==> src/sv/adip_pkg.sv <==
`timescale 1ns / 1ps
// ----------------------------------------------------------------------------
// ASCII decimal integer parser package
// Shared widths, character codes, status codes, types and the width range
// check used by the parser datapath and its checker.
// ----------------------------------------------------------------------------
package adip_pkg;

  // Field widths.
  localparam int unsigned CharW   = 8;
  localparam int unsigned ValueW  = 64;
  localparam int unsigned CountW  = 6;
  localparam int unsigned StatusW = 3;
  localparam int unsigned VwW     = 2;

  // Width of the product acc * 10 + d before the overflow check.
  localparam int unsigned ProdW = ValueW + 4;

  // Saturation point of the character count.
  localparam logic [CountW-1:0] CountMax = {CountW{1'b1}};

  // Configuration register indexes.
  localparam int unsigned CfgIdxW = 1;
  localparam logic [CfgIdxW-1:0] CFG_VALUE_WIDTH = 1'b0;
  localparam logic [CfgIdxW-1:0] CFG_SIGNED_MODE = 1'b1;
  localparam int unsigned CfgDataW = 2;

  // Configuration reset values.
  localparam logic [VwW-1:0] VwReset     = 2'd3;
  localparam logic           SignedReset = 1'b1;

  // Character codes.
  localparam logic [CharW-1:0] CH_NUL    = 8'h00;
  localparam logic [CharW-1:0] CH_QUOTE  = 8'h22;
  localparam logic [CharW-1:0] CH_COMMA  = 8'h2C;
  localparam logic [CharW-1:0] CH_MINUS  = 8'h2D;
  localparam logic [CharW-1:0] CH_ZERO   = 8'h30;
  localparam logic [CharW-1:0] CH_NINE   = 8'h39;
  localparam logic [CharW-1:0] CH_RBRACK = 8'h5D;
  localparam logic [CharW-1:0] CH_RBRACE = 8'h7D;

  // Target widths.
  localparam logic [VwW-1:0] VW_8  = 2'd0;
  localparam logic [VwW-1:0] VW_16 = 2'd1;
  localparam logic [VwW-1:0] VW_32 = 2'd2;
  localparam logic [VwW-1:0] VW_64 = 2'd3;

  // Result status codes.
  typedef enum logic [StatusW-1:0] {
    ST_OK        = 3'd0,
    ST_NO_DIGITS = 3'd1,
    ST_OVERFLOW  = 3'd2,
    ST_RANGE     = 3'd3,
    ST_BAD_TERM  = 3'd4
  } status_e;

  // Configuration as seen by the datapath.
  typedef struct packed {
    logic [VwW-1:0] value_width;
    logic           signed_mode;
  } cfg_t;

  // One result beat.
  typedef struct packed {
    logic [ValueW-1:0] value;
    logic [CountW-1:0] consumed;
    status_e           status;
  } result_t;

  // True for the characters that may legally end a number.
  function automatic logic is_terminator(logic [CharW-1:0] c);
    return (c == CH_NUL) || (c == CH_QUOTE) || (c == CH_COMMA) ||
           (c == CH_RBRACK) || (c == CH_RBRACE);
  endfunction

  // Checks a magnitude against the configured width and signedness.
  function automatic logic in_range(logic [ValueW-1:0] mag, logic neg,
                                    logic [VwW-1:0] vw, logic sm);
    logic [ValueW-1:0] lim_u;
    logic [ValueW-1:0] lim_p;
    logic              ok;
    case (vw)
      VW_8:    lim_u = 64'h0000_0000_0000_00FF;
      VW_16:   lim_u = 64'h0000_0000_0000_FFFF;
      VW_32:   lim_u = 64'h0000_0000_FFFF_FFFF;
      VW_64:   lim_u = 64'hFFFF_FFFF_FFFF_FFFF;
      default: lim_u = 64'hFFFF_FFFF_FFFF_FFFF;
    endcase
    // Largest positive value of the signed range.
    lim_p = lim_u >> 1;
    if (!sm) begin
      ok = (mag <= lim_u);
    end else if (neg) begin
      ok = (mag <= lim_p + 64'd1);
    end else begin
      ok = (mag <= lim_p);
    end
    return ok;
  endfunction

endpackage

==> src/sv/adip_step.sv <==
`timescale 1ns / 1ps
// ----------------------------------------------------------------------------
// ASCII decimal integer parser step
// Holds the number being built and folds in one character per advance:
// sign, digit (acc * 10 + d with overflow detection) or terminator, which
// forms the result and clears the number state.
// ----------------------------------------------------------------------------
module adip_step (
  input  logic                          clk_i,
  input  logic                          rst_ni,
  input  logic                          advance_i,
  input  logic [adip_pkg::CharW-1:0]    character_i,
  input  adip_pkg::cfg_t                cfg_i,
  output logic                          emit_o,
  output adip_pkg::result_t             result_o
);
  import adip_pkg::*;

  logic [ValueW-1:0] acc_q, acc_d;
  logic [CountW-1:0] cnt_q, cnt_d;
  logic              seen_q, seen_d;
  logic              neg_q, neg_d;
  logic              ovf_q, ovf_d;

  logic              is_minus;
  logic              is_digit;
  logic [ProdW-1:0]  prod;
  logic [CountW-1:0] cnt_inc;

  // Classify the character against the current number state.
  assign is_minus = (character_i == CH_MINUS) && cfg_i.signed_mode &&
                    (cnt_q == '0) && !neg_q && !seen_q;
  assign is_digit = (character_i >= CH_ZERO) && (character_i <= CH_NINE);
  assign emit_o   = !is_minus && !is_digit;

  // acc * 10 + d as (acc << 3) + (acc << 1) + d; any carry into the top
  // four bits means the value no longer fits in 64 bits.
  assign prod = {1'b0, acc_q, 3'b000} + {3'b000, acc_q, 1'b0} +
                {{(ProdW - CharW){1'b0}}, character_i - CH_ZERO};

  assign cnt_inc = (cnt_q == CountMax) ? cnt_q : cnt_q + 1'b1;

  // Next number state.
  always_comb begin
    acc_d  = acc_q;
    cnt_d  = cnt_q;
    seen_d = seen_q;
    neg_d  = neg_q;
    ovf_d  = ovf_q;
    if (advance_i) begin
      if (is_minus) begin
        neg_d = 1'b1;
        cnt_d = cnt_inc;
      end else if (is_digit) begin
        if (!ovf_q) begin
          if (prod[ProdW-1:ValueW] != '0) begin
            ovf_d = 1'b1;
          end else begin
            acc_d = prod[ValueW-1:0];
          end
        end
        seen_d = 1'b1;
        cnt_d  = cnt_inc;
      end else begin
        acc_d  = '0;
        cnt_d  = '0;
        seen_d = 1'b0;
        neg_d  = 1'b0;
        ovf_d  = 1'b0;
      end
    end
  end

  // Result for a terminating character, by status priority.
  always_comb begin
    result_o.value    = '0;
    result_o.consumed = cnt_q;
    if (!seen_q) begin
      result_o.status = ST_NO_DIGITS;
    end else if (ovf_q) begin
      result_o.status = ST_OVERFLOW;
    end else if (!is_terminator(character_i)) begin
      result_o.status = ST_BAD_TERM;
    end else if (!in_range(acc_q, neg_q, cfg_i.value_width, cfg_i.signed_mode)) begin
      result_o.status = ST_RANGE;
    end else begin
      result_o.status = ST_OK;
      result_o.value  = neg_q ? (~acc_q + 64'd1) : acc_q;
    end
  end

  // Number state registers.
  always_ff @(posedge clk_i or negedge rst_ni) begin
    if (!rst_ni) begin
      acc_q  <= '0;
      cnt_q  <= '0;
      seen_q <= 1'b0;
      neg_q  <= 1'b0;
      ovf_q  <= 1'b0;
    end else begin
      acc_q  <= acc_d;
      cnt_q  <= cnt_d;
      seen_q <= seen_d;
      neg_q  <= neg_d;
      ovf_q  <= ovf_d;
    end
  end

endmodule

==> src/sv/ascii_decimal_integer_parser_top.sv <==
`timescale 1ns / 1ps
// ----------------------------------------------------------------------------
// ASCII decimal integer parser
// Streams ASCII characters in, one per beat, and gives one result beat per
// number: value, characters consumed and status.
// ----------------------------------------------------------------------------
// Throughput: one character per cycle, sustained, with the output draining.
// Path: a terminating character's beat passes the input register, then the
// result register; a full, stalled result register holds it back.
// Reset: clears the number state and both pipeline valids; value_width
// resets to 64 bits and signed_mode to signed.
module ascii_decimal_integer_parser_top (
  input  logic                             clk_i,
  input  logic                             rst_ni,
  // Character input channel.
  input  logic                             in_valid_i,
  output logic                             in_ready_o,
  input  logic [adip_pkg::CharW-1:0]       character_i,
  // Result output channel.
  output logic                             out_valid_o,
  input  logic                             out_ready_i,
  output logic [adip_pkg::ValueW-1:0]      value_o,
  output logic [adip_pkg::CountW-1:0]      consumed_o,
  output logic [adip_pkg::StatusW-1:0]     status_o,
  // Configuration write port.
  input  logic                             cfg_we_i,
  input  logic [adip_pkg::CfgIdxW-1:0]     cfg_index_i,
  input  logic [adip_pkg::CfgDataW-1:0]    cfg_data_i
);
  import adip_pkg::*;

  cfg_t              cfg_q;
  logic              in_valid_q;
  logic [CharW-1:0]  char_q;
  logic              out_valid_q;
  result_t           out_q;
  logic              advance;
  logic              emit;
  result_t           result;

  // Configuration registers.
  always_ff @(posedge clk_i or negedge rst_ni) begin
    if (!rst_ni) begin
      cfg_q.value_width <= VwReset;
      cfg_q.signed_mode <= SignedReset;
    end else if (cfg_we_i) begin
      case (cfg_index_i)
        CFG_VALUE_WIDTH: cfg_q.value_width <= cfg_data_i[VwW-1:0];
        CFG_SIGNED_MODE: cfg_q.signed_mode <= cfg_data_i[0];
        default: ;
      endcase
    end
  end

  // The held character moves on unless it ends a number and the result
  // register is still full and stalled.
  assign advance    = in_valid_q && (!emit || !out_valid_q || out_ready_i);
  assign in_ready_o = !in_valid_q || advance;

  // Input register.
  always_ff @(posedge clk_i or negedge rst_ni) begin
    if (!rst_ni) begin
      in_valid_q <= 1'b0;
    end else if (in_ready_o) begin
      in_valid_q <= in_valid_i;
    end
  end

  always_ff @(posedge clk_i) begin
    if (in_valid_i && in_ready_o) begin
      char_q <= character_i;
    end
  end

  adip_step u_step (
    .clk_i       (clk_i),
    .rst_ni      (rst_ni),
    .advance_i   (advance),
    .character_i (char_q),
    .cfg_i       (cfg_q),
    .emit_o      (emit),
    .result_o    (result)
  );

  // Result register.
  always_ff @(posedge clk_i or negedge rst_ni) begin
    if (!rst_ni) begin
      out_valid_q <= 1'b0;
    end else if (advance && emit) begin
      out_valid_q <= 1'b1;
    end else if (out_ready_i) begin
      out_valid_q <= 1'b0;
    end
  end

  always_ff @(posedge clk_i) begin
    if (advance && emit) begin
      out_q <= result;
    end
  end

  assign out_valid_o = out_valid_q;
  assign value_o     = out_q.value;
  assign consumed_o  = out_q.consumed;
  assign status_o    = out_q.status;

endmodule

==> config.mk <==
export PLATFORM = sky130hd
export DESIGN_NAME = ascii_decimal_integer_parser_top
export DESIGN_NICKNAME = d
export VERILOG_FILES = /design/src/sv/adip_pkg.sv /design/src/sv/adip_step.sv /design/src/sv/ascii_decimal_integer_parser_top.sv
export SDC_FILE = /design/constraint.sdc
export NUM_CORES = 1
export LEC_CHECK = 0
export BUFFER_PORTS_ARGS = -buffer_cell sky130_fd_sc_hd__buf_4
export CORE_ASPECT_RATIO = 0.6
export CORE_MARGIN = 5
export CORE_UTILIZATION = 52
export DETAILED_ROUTE_END_ITERATION = 6
export GPL_TIMING_DRIVEN = 0
export PLACE_DENSITY = 0.67
export SLEW_MARGIN = 10
export SYNTH_ARGS = -nofsm -noshare
export SYNTH_HDL_FRONTEND = slang
export SYNTH_SLANG_ARGS = --single-unit
==> constraint.sdc <==
create_clock -name clk_i -period 12.1 [get_ports clk_i]
set_input_delay 1.21 -clock clk_i [delete_from_list [all_inputs] [get_ports clk_i]]
set_output_delay 1.21 -clock clk_i [all_outputs]
set_load 0.05 [all_outputs]
==> reports/summary.md, run 1 <==
## CTS
• 159 — sink count of the clock tree
• 0 — number of buffers inserted by hold repair at cts
• 0 — buffers inserted during post-CTS setup optimization
• 17 — CTS buffer count
• 0 — Post-CTS Resized
• sky130_fd_sc_hd__clkbuf_16 — buffer type at the clock tree root
• 2 — buffer depth of the longest clock path
• 4 — H-tree level count
• 450 ps — clock insertion delay at the later pin of the skew report
• 70 ps — clock transition time at the flip-flop clock pins of the worst setup and hold paths
• built — clock tree from TritonCTS

## Timing
• 44.3% — portion of the clock cycle consumed by the worst path in the final layout
• 558 ps — Hold WS
• 0 — Hold Violations, Final
• 5360 ps — time the final worst path needs with I/O delays and setup
• 0 ps — Fin Setup TNS
• 14.5% — Max-Slew Margin vs Limit
• 1280 ps — transition time at the pin with the least slew margin
• 187 MHz — maximum operating frequency
• 0 — Final Setup Violations
• no — setup repair after global routing missed its margin
• 0 — Max Transition Viols Final
• 9.84 ps — final setup skew
• 6740 ps — smallest setup slack after layout

## Die
• 0.0273 mm^2 — core region area
• 0.0310 mm^2 — Die ar.
• 52.3% — effective utilization at floorplan
• 91 — top-level I/O count
• 47 — Row Count
• 138 um — Die Y
• 224 um — die width

## GRT
• 28.2% — GRT Total Usage
• 68.3 mm — global-route wire length before repair
• 11.9k — via count of the first global-routing pass
• 79 — pin count of the biggest net entering global routing
• 1 — initial antenna violation count
• 0 — overall overflow remaining after global route

## Pwr
• 91.0 mW/mm^2 — PwrDens
• 7.70 nW — static leakage power
• 89.0 uV — peak supply drop

## Logic synthesis
• 1,575 — Synth Instances
• 0.0143 mm^2 — Mapped Area
• 159 — number of register bits inferred by synthesis
• 49.1% — ys async rst share
• 0 — Yosys warning total
• 9.06 um^2 — post-synthesis area per instance
• 1,792 — synthesized net count
• 81 — EDFF count, synth
• sky130_fd_sc_hd__edfxtp_1 — leading register cell type out of synthesis
• 30.8% — sequential fraction of the synthesis area
• 67 — number of unique standard cell types used by synthesis

## Place
• 6830 ps — setup slack after placement
• 2,033 — Inst Count DP
• 0.982 — Final GP Congestion
• 90 — number of I/O port buffers
• 34.8 mm — DP HPWL

## Detailed routing
• 16.8 mm — routed length on met2
• met4 — highest routed layer
• 44.3 mm — wire length reported by the detailed router
• 6 — Pre-Repair DR Iteration Count
• 21.4 um — wire per inst
• 4.44 mm — Met3 Routed Length
• 0 — residual antenna-violating net count after detailed routing
• 0 — remaining design rule violation count
• 12.6k — number of vias after detailed routing
• 6.11 — vias per cell
• 22.1 mm — detailed-routing wirelength on met1
• 1,228 — count of routing violations after the opening detailed-route iteration

## Status
• finished clean — run status

## Critical path
• 10 — maximum net fanout on the critical path
• sky130_fd_sc_hd__nor4_1 — slowest stage cell, crit path
• 5700 ps — critical path arrival
• 560 ps — longest individual stage delay on the worst path
• flop — crit end category
• a21oi_1 -> xnor2_1 -> fa_1 -> inv_1 -> ha_1 -> nor3_1 -> nor4_1 -> a22oi_1 -> or3b_2 -> a2111o_1 -> a21oi_1 -> o2111ai_1 -> nand4b_1 -> o21ai_1 -> buf_6 -> buf_6 -> mux2_4 — cells traversed along the worst timing path
• flop — critical path launch point type
• 12,440 ps — endpoint required time on the critical path
• reg -> reg — class of the most critical setup path

## Layout
• 1,902 — total number of nets in the final design
• 11.0% — share of post-route cells with drive strength above 1
• 0 — number of inserted diodes
• 2,065 — post-route non-filler standard cell count
• 11.9% — Layout Area Growth over Synthesis

## Flow run
• 0 — max-cap violation count

## Hold path
• reg -> reg — worst min-delay path category

worst paths after layout:
path	end	cells past startpoint	from	slack, ps
setup / recovery	u_step.acc_q[14]$_DFFE_PN0P_	17	char_q[4]$_DFFE_PP_	6740
hold / removal	consumed_o[1]$_DFFE_PP_	0	u_step.cnt_q[1]$_DFFE_PN0P_	560
setup reg to reg	u_step.acc_q[14]$_DFFE_PN0P_	17	char_q[4]$_DFFE_PP_	6740
hold reg to reg	consumed_o[1]$_DFFE_PP_	0	u_step.cnt_q[1]$_DFFE_PN0P_	560
max in group asynchronous	u_step.acc_q[53]$_DFFE_PN0P_	1	rst_ni	10410
min in group asynchronous	u_step.acc_q[11]$_DFFE_PN0P_	1	rst_ni	940
power by group:
| group | internal (mW) | switching (mW) | total, mW |
|---|---|---|---|
| registers | 0.603 | 0.0144 | 0.618 |
| logic | 0.0942 | 0.229 | 0.323 |
| clock network | 0.266 | 0.245 | 0.512 |
| total | 0.964 | 0.489 | 1.45 |
placed cells by master, fill, tap and decap left out, types with 11 or more instances in the layout:
cell / count
sky130_fd_sc_hd__o21a_1: 17
sky130_fd_sc_hd__ha_1: 195
sky130_fd_sc_hd__mux2_4: 32
sky130_fd_sc_hd__mux2i_1: 30
sky130_fd_sc_hd__nand2b_1: 13
sky130_fd_sc_hd__a21o_1: 58
sky130_fd_sc_hd__nand3_1: 44
sky130_fd_sc_hd__inv_1: 68
sky130_fd_sc_hd__clkbuf_16: 17
sky130_fd_sc_hd__o41ai_1: 11
sky130_fd_sc_hd__buf_4: 92
sky130_fd_sc_hd__o31ai_1: 19
sky130_fd_sc_hd__nor4_1: 14
sky130_fd_sc_hd__o21ai_0: 68
sky130_fd_sc_hd__edfxtp_1: 81
sky130_fd_sc_hd__a21oi_1: 115
sky130_fd_sc_hd__xnor2_1: 54
sky130_fd_sc_hd__nor3_1: 33
sky130_fd_sc_hd__o211ai_1: 16
sky130_fd_sc_hd__dfrtp_1: 75
sky130_fd_sc_hd__nand2_1: 150
sky130_fd_sc_hd__nor2_1: 153
sky130_fd_sc_hd__o21bai_1: 15
sky130_fd_sc_hd__clkbuf_1: 48
sky130_fd_sc_hd__nand4_1: 39
sky130_fd_sc_hd__or3_1: 12
sky130_fd_sc_hd__a211oi_1: 11
sky130_fd_sc_hd__and2_1: 13
sky130_fd_sc_hd__xor2_1: 57
synthesized netlist by cell type, drive strengths merged, types with 3 or more instances:
cell type / instances / area [um^2]
and4: 6 / 52.6
o21a: 17 / 128
o22ai: 5 / 31.3
nor3b: 4 / 30.0
ha: 195 / 2440
nand4: 39 / 244
o31a: 3 / 26.3
nand3b: 4 / 30.0
o41ai: 11 / 96.3
nor3: 33 / 165
clkbuf: 47 / 176
dfrtp: 75 / 1880
xor2: 57 / 499
o31ai: 19 / 143
dfstp: 3 / 78.8
fa: 6 / 120
o211ai: 17 / 133
or4: 10 / 75.1
nor2b: 8 / 50.1
a21o: 58 / 435
a211oi: 11 / 82.6
inv: 69 / 259
and3: 10 / 62.6
a2111o: 4 / 45.0
xnor2: 54 / 473
nor4: 15 / 93.8
nand3: 44 / 220
nor2: 153 / 574
or3: 12 / 75.1
a211o: 6 / 52.6
a221oi: 6 / 52.6
nand2: 151 / 567
o21bai: 15 / 113
o21ai: 69 / 345
a31oi: 5 / 31.3
mux2: 40 / 571
mux2i: 30 / 300
buf: 8 / 75.1
a21boi: 5 / 37.5
edfxtp: 81 / 2430
or2: 8 / 50.1
a21oi: 115 / 576
and2: 13 / 81.3
nand2b: 13 / 81.3
registers in the layout, indices dropped and copies added (netlist names):
register	count
u_step.ovf_q	1
out_valid_o	1
status_o	3
char_q	8
value_o	64
cfg_q	3
consumed_o	6
u_step.acc_q	64
in_valid_q	1
u_step.neg_q	1
u_step.cnt_q	6
u_step.seen_q	1
layer usage:
metal	track usage (%)	vias to the layer above
met5	0	-
met4	7.41	0
met3	8.64	52
met2	37.5	500
met1	43.9	6069
li1	-	6003
cell type report:
cell class / count / area [um^2]
plain buffers: 55 / 251
fillers: 2524 / 11300
clock inverters: 14 / 109
clock buffers: 18 / 429
multi-input cells: 1292 / 9380
flip-flops and latches: 159 / 4390
inverters: 69 / 262
repair buffers: 91 / 696
well taps: 367 / 459
per-stage QoR:
stage / power (mW) / utilization, % / cell area [um^2]
after global routing: 1.52 / 58.5 / 16000
after detailed placement: 0.948 / 56.6 / 15400
after floorplan: 0.841 / - / 14300
final: 1.45 / 58.5 / 16000
after CTS: 1.46 / 58.5 / 16000
after global placement: 0.942 / 56.4 / 15400
worst max-delay path: cells and delay by family, from the launching register on:
kind,cells,cell delay (ps)
compound gates,6,1650
xor+xnor,1,130
fa+ha+maj,2,870
buf+inv,3,400
flops,1,490
mux,1,310
simple gates,4,1400
kinds of logic after synthesis:
family,after synthesis,synth area share [%]
xor gates and xnor gates,111,6.81
and+or+nand+nor,526,17.4
adders and majority gates,201,17.9
buffers and inverters,124,3.58
AOI/OAI and AO/OA,383,17.4
DFF,159,30.8
other,1,0.0263
muxes,70,6.10
Power figures use the tool's default switching activity.
==> run 2, diff against run 1 <==
clock period = 5.3 ns   (was 12.1 ns; I/O delays follow)
==> reports/summary.md, run 2 (synthesis results as in run 1) <==
## Critical path
• 5640 ps — endpoint required time on the critical path
• 3 — combined buffer and inverter count along the critical path
• reg -> reg — class of the most critical setup path
• ha_2 -> xor2_1 -> fa_1 -> inv_1 -> ha_1 -> o211ai_1 -> o21a_1 -> a211o_1 -> a2111o_1 -> a2111o_1 -> a21oi_2 -> o211ai_2 -> or2_1 -> o21ai_1 -> buf_6 -> buf_6 -> mux2_4 — cells traversed along the worst timing path
• 10 — maximum net fanout on the critical path
• sky130_fd_sc_hd__a2111o_1 — slowest stage cell, crit path
• 170 ps — setup slack of the worst register-to-register path
• 550 ps — longest individual stage delay on the worst path
• compound AO/OA/AOI/OAI gates — category of cells accounting for the largest share of critical-path delay
• 5460 ps — critical path arrival
• flop — critical path launch point type
• flop — crit end category

## Place
• 0.982 — Final GP Congestion
• 34.1 ps — setup slack after placement
• 90 — number of I/O port buffers
• 34.8 mm — DP HPWL
• 2,033 — Inst Count DP

## CTS
• 4 — H-tree level count
• 159 — sink count of the clock tree
• sky130_fd_sc_hd__clkbuf_16 — buffer type at the clock tree root
• 17 — CTS buffer count
• built — clock tree from TritonCTS
• 2 — buffer depth of the longest clock path
• 70 ps — clock transition time at the flip-flop clock pins of the worst setup and hold paths
• 450 ps — clock insertion delay at the later pin of the skew report

## Detailed routing
• 5 — Pre-Repair DR Iteration Count
• 21.4 um — wire per inst
• 0 — remaining design rule violation count
• 1,365 — count of routing violations after the opening detailed-route iteration
• 6.13 — vias per cell
• 44.4 mm — wire length reported by the detailed router
• 0 — residual antenna-violating net count after detailed routing
• 12.7k — number of vias after detailed routing

## GRT
• 1 — initial antenna violation count
• 79 — pin count of the biggest net entering global routing
• 68.3 mm — global-route wire length before repair
• 0 — overall overflow remaining after global route
• 11.9k — via count of the first global-routing pass
• 28.2% — GRT Total Usage

## Timing
• no — setup repair after global routing missed its margin
• 249 ps — Hold WS
• 0 — Max Transition Viols Final
• 9.45 ps — final setup skew
• 1250 ps — transition time at the pin with the least slew margin
• 195 MHz — maximum operating frequency
• 0 ps — Fin Setup TNS
• 0 — Hold Violations, Final
• 96.7% — portion of the clock cycle consumed by the worst path in the final layout
• 0 — Final Setup Violations
• 16.9% — Max-Slew Margin vs Limit
• 174 ps — smallest setup slack after layout
• 5130 ps — time the final worst path needs with I/O delays and setup

## Layout
• sky130_fd_sc_hd__ha_1 — leading cell type in the layout, fill and taps excluded
• 1,907 — total number of nets in the final design
• 12.4% — Layout Area Growth over Synthesis
• 2,070 — post-route non-filler standard cell count
• 11.5% — share of post-route cells with drive strength above 1
• sky130_fd_sc_hd__ha_1 (194), sky130_fd_sc_hd__nor2_1 (153), sky130_fd_sc_hd__nand2_1 (150), sky130_fd_sc_hd__a21oi_1 (114), sky130_fd_sc_hd__buf_4 (96) — most frequent cells in the layout
• 2,516 — filler cell count
• 0 — number of inserted diodes
• 58.8% — Final Core Density

## Pwr
• 7.73 nW — static leakage power
• 205 uV — peak supply drop
• 208 mW/mm^2 — PwrDens

## Status
• finished clean — run status

## Die
• 91 — top-level I/O count
• 47 — Row Count
• 0.0273 mm^2 — core region area
• 138 um — Die Y
• 52.3% — effective utilization at floorplan
• 0.0310 mm^2 — Die ar.
• 224 um — die width

## Hold path
• in -> async — worst min-delay path category

## Flow run
• 0 — max-cap violation count

-- run 2: layer usage --
| layer | wire, um | global-route usage, % |
|---|---|---|
| met5 | 0 | 0 |
| met4 | 924 | 7.41 |
| met3 | 4230 | 8.64 |
| met2 | 16900 | 37.5 |
| met1 | 22400 | 43.9 |
-- run 2: where the power goes --
group	total (mW)	leakage, nW	internal [mW]	switching [mW]
clock	1.17	0.269	0.608	0.562
sequential	1.41	1.88	1.38	0.0327
combinational	0.751	5.58	0.223	0.528
-- run 2: worst paths after layout --
check | end | cells past startpoint | start
min in group clk_i | char_q[5]$_DFFE_PP_ | 1 | character_i[5]
hold / removal | u_step.acc_q[11]$_DFFE_PN0P_ | 1 | rst_ni
setup / recovery | u_step.acc_q[52]$_DFFE_PN0P_ | 17 | char_q[5]$_DFFE_PP_
hold reg to reg | consumed_o[1]$_DFFE_PP_ | 0 | u_step.cnt_q[1]$_DFFE_PN0P_
max in group asynchronous | u_step.acc_q[53]$_DFFE_PN0P_ | 1 | rst_ni
setup reg to reg | u_step.acc_q[52]$_DFFE_PN0P_ | 17 | char_q[5]$_DFFE_PP_
-- run 2: metrics by stage --
step           area, um^2  total power [mW]
2_1_floorplan       14300              1.92
3_5_place_dp        15400              2.16
4_1_cts             16000              3.33
3_3_place_gp        15400              2.15
6_report            16000              3.33
5_1_grt             16000              3.47
-- run 2: final cells by class --
class                      instances  area (um^2)  share of cell area, %
tap                              367          459                   2.86
multi-input combinational       1292         9390                   58.6
clock buffer                      18          429                   2.68
sequential                       159         4390                   27.4
buffer                            55          267                   1.66
inverter                          69          262                   1.63
clock inverter                    14          109                  0.679
timing repair buffer              96          733                   4.57
-- run 2: what timing repair did --
| action | 4_1_cts | 5_1_grt |
|---|---|---|
| gates resized for setup | 0 | 8 |
| setup buffers | 0 | 5 |
| endpoints found under the setup margin | 0 | 122 |
| hold buffers | 0 | 0 |
==> run 3, diff against run 2 <==
BUFFER_PORTS_ARGS = -buffer_cell sky130_fd_sc_hd__buf_2   (was -buffer_cell sky130_fd_sc_hd__buf_4)
==> reports/summary.md, run 3 (synthesis results as in run 1) <==
## Timing
• 96.7% — portion of the clock cycle consumed by the worst path in the final layout
• 195 MHz — maximum operating frequency
• 12.6 ps — final setup skew
• 1160 ps — transition time at the pin with the least slew margin
• 0 — Final Setup Violations
• no — setup repair after global routing missed its margin
• 0 — Hold Violations, Final
• 174 ps — smallest setup slack after layout
• 5130 ps — time the final worst path needs with I/O delays and setup
• 22.9% — Max-Slew Margin vs Limit
• 0 — Max Transition Viols Final
• 0 ps — Fin Setup TNS

## Pwr
• 207 uV — peak supply drop
• 3.49 mW — total power after layout
• 7.71 nW — static leakage power
• 219 mW/mm^2 — PwrDens

## Die
• 52.3% — effective utilization at floorplan
• 0.0273 mm^2 — core region area
• 224 um — die width
• 47 — Row Count
• 0.0310 mm^2 — Die ar.
• 138 um — Die Y
• 91 — top-level I/O count

## Critical path
• flop — critical path launch point type
• 5650 ps — endpoint required time on the critical path
• 5470 ps — critical path arrival
• 10 — maximum net fanout on the critical path
• flop — crit end category
• reg -> reg — class of the most critical setup path

## Status
• finished clean — run status

## Place
• 35.1 mm — DP HPWL
• -212 ps — setup slack after placement
• 90 — number of I/O port buffers
• 0.0152 mm^2 — post-detailed-placement cell area
• 0.982 — Final GP Congestion

## Layout
• 58.4% — Final Core Density
• sky130_fd_sc_hd__ha_1 — leading cell type in the layout, fill and taps excluded
• 0.00939 mm^2 — area used by multi-input combinational logic
• 0.00439 mm^2 — storage element area
• 1,906 — total number of nets in the final design
• 2,441 — filler cell count
• sky130_fd_sc_hd__ha_1 (194), sky130_fd_sc_hd__nor2_1 (153), sky130_fd_sc_hd__nand2_1 (150), sky130_fd_sc_hd__a21oi_1 (114), sky130_fd_sc_hd__buf_2 (89) — most frequent cells in the layout
• 0.0159 mm^2 — final instance area
• 11.5% — share of post-route cells with drive strength above 1
• 11.6% — Layout Area Growth over Synthesis
• 0 — number of inserted diodes

## Detailed routing
• 12.6k — number of vias after detailed routing
• 0 — residual antenna-violating net count after detailed routing
• 0 — remaining design rule violation count
• 44.6 mm — wire length reported by the detailed router
• 6.11 — vias per cell
• 21.5 um — wire per inst
• 7 — Pre-Repair DR Iteration Count
• 1,312 — count of routing violations after the opening detailed-route iteration

## GRT
• 43 — pin count of the biggest net entering global routing
• met1 — Top Usage Layer GRT
• 0 — initial antenna violation count
• 28.4% — GRT Total Usage
• 45.2% — met1 global-route usage
• 37.5% — global-route track usage on met2
• 11.8k — via count of the first global-routing pass
• 69.3 mm — global-route wire length before repair
• 8.98% — global routing met3 resource utilization
• 0 — overall overflow remaining after global route

## CTS
• built — clock tree from TritonCTS
• 80 ps — clock transition time at the flip-flop clock pins of the worst setup and hold paths
• 2 — buffer depth of the longest clock path
• 17 — CTS buffer count
• sky130_fd_sc_hd__clkbuf_16 — buffer type at the clock tree root
• 0 — number of buffers inserted by hold repair at cts
• 460 ps — clock insertion delay at the later pin of the skew report
• 4 — H-tree level count
• 159 — sink count of the clock tree

## Hold path
• in -> async — worst min-delay path category

## Flow run
• 0 — max-cap violation count

==> run 3: repair_timing <==
item                                    4_1_cts  5_1_grt
buffers inserted                              0        3
hold endpoints to repair                      0        0
pin swaps                                     0        3
endpoints found under the setup margin       50       70
resized for setup                             1        5
==> run 3: path summary, 6_finish.rpt <==
path | start | endpoint | slack [ps] | cells after the start
max in group asynchronous | rst_ni | cfg_q[2]$_DFFE_PN1P_ | 4570 | 2
worst max register to register | char_q[4]$_DFFE_PP_ | u_step.acc_q[52]$_DFFE_PN0P_ | 170 | 17
worst max-delay path | char_q[4]$_DFFE_PP_ | u_step.acc_q[52]$_DFFE_PN0P_ | 170 | 17
worst min-delay path | rst_ni | u_step.acc_q[14]$_DFFE_PN0P_ | 60 | 1
worst min register to register | out_valid_o$_DFFE_PN0P_ | out_valid_o$_DFFE_PN0P_ | 540 | 2
min in group clk_i | character_i[6] | char_q[6]$_DFFE_PP_ | 250 | 1
==> run 3: cell type report <==
| class | count | share of cell area, % |
|---|---|---|
| Inverter | 69 | 1.64 |
| Buffer | 55 | 1.60 |
| Multi-Input combinational cell | 1292 | 59.0 |
| Sequential cell | 159 | 27.5 |
| Tap cell | 367 | 2.88 |
| Clock buffer | 18 | 2.83 |
| Clock inverter | 14 | 1.23 |
| Timing Repair Buffer | 95 | 3.28 |
==> run 3: metrics by stage <==
step                      instances  hold slack (ps)
final                          2069             60.5
after global routing           2069              105
after CTS                      2066             87.2
after detailed placement       2034              534
after global placement         2032              533
after floorplan                1575              234
==> run 3: metal layers <==
metal  vias up  part of all wire (%)
li1       6030                     -
met1      6081                    51
met2       493                    38
met3        36                   9.9
met4         0                   1.3
met5         -                     0
==> run 3: critical path: stages, from the launching register on <==
cell,delay [ps]
sky130_fd_sc_hd__edfxtp_1,480
sky130_fd_sc_hd__ha_2,260
sky130_fd_sc_hd__xor2_1,150
sky130_fd_sc_hd__fa_1,500
sky130_fd_sc_hd__inv_1,50
sky130_fd_sc_hd__ha_1,340
sky130_fd_sc_hd__o211ai_1,130
sky130_fd_sc_hd__o21a_1,240
sky130_fd_sc_hd__a211o_1,380
sky130_fd_sc_hd__a2111o_1,470
sky130_fd_sc_hd__a2111o_1,490
sky130_fd_sc_hd__a21oi_1,220
sky130_fd_sc_hd__o211ai_2,140
sky130_fd_sc_hd__or2_1,250
sky130_fd_sc_hd__o21ai_1,160
sky130_fd_sc_hd__buf_6,200
sky130_fd_sc_hd__buf_6,220
sky130_fd_sc_hd__mux2_4,320
==> run 3: power breakdown <==
| part | total [mW] | internal (mW) | switching (mW) | leakage [nW] |
|---|---|---|---|---|
| registers | 1.41 | 1.38 | 0.0294 | 1.88 |
| clock network | 1.37 | 0.787 | 0.586 | 0.310 |
| logic | 0.712 | 0.190 | 0.522 | 5.51 |
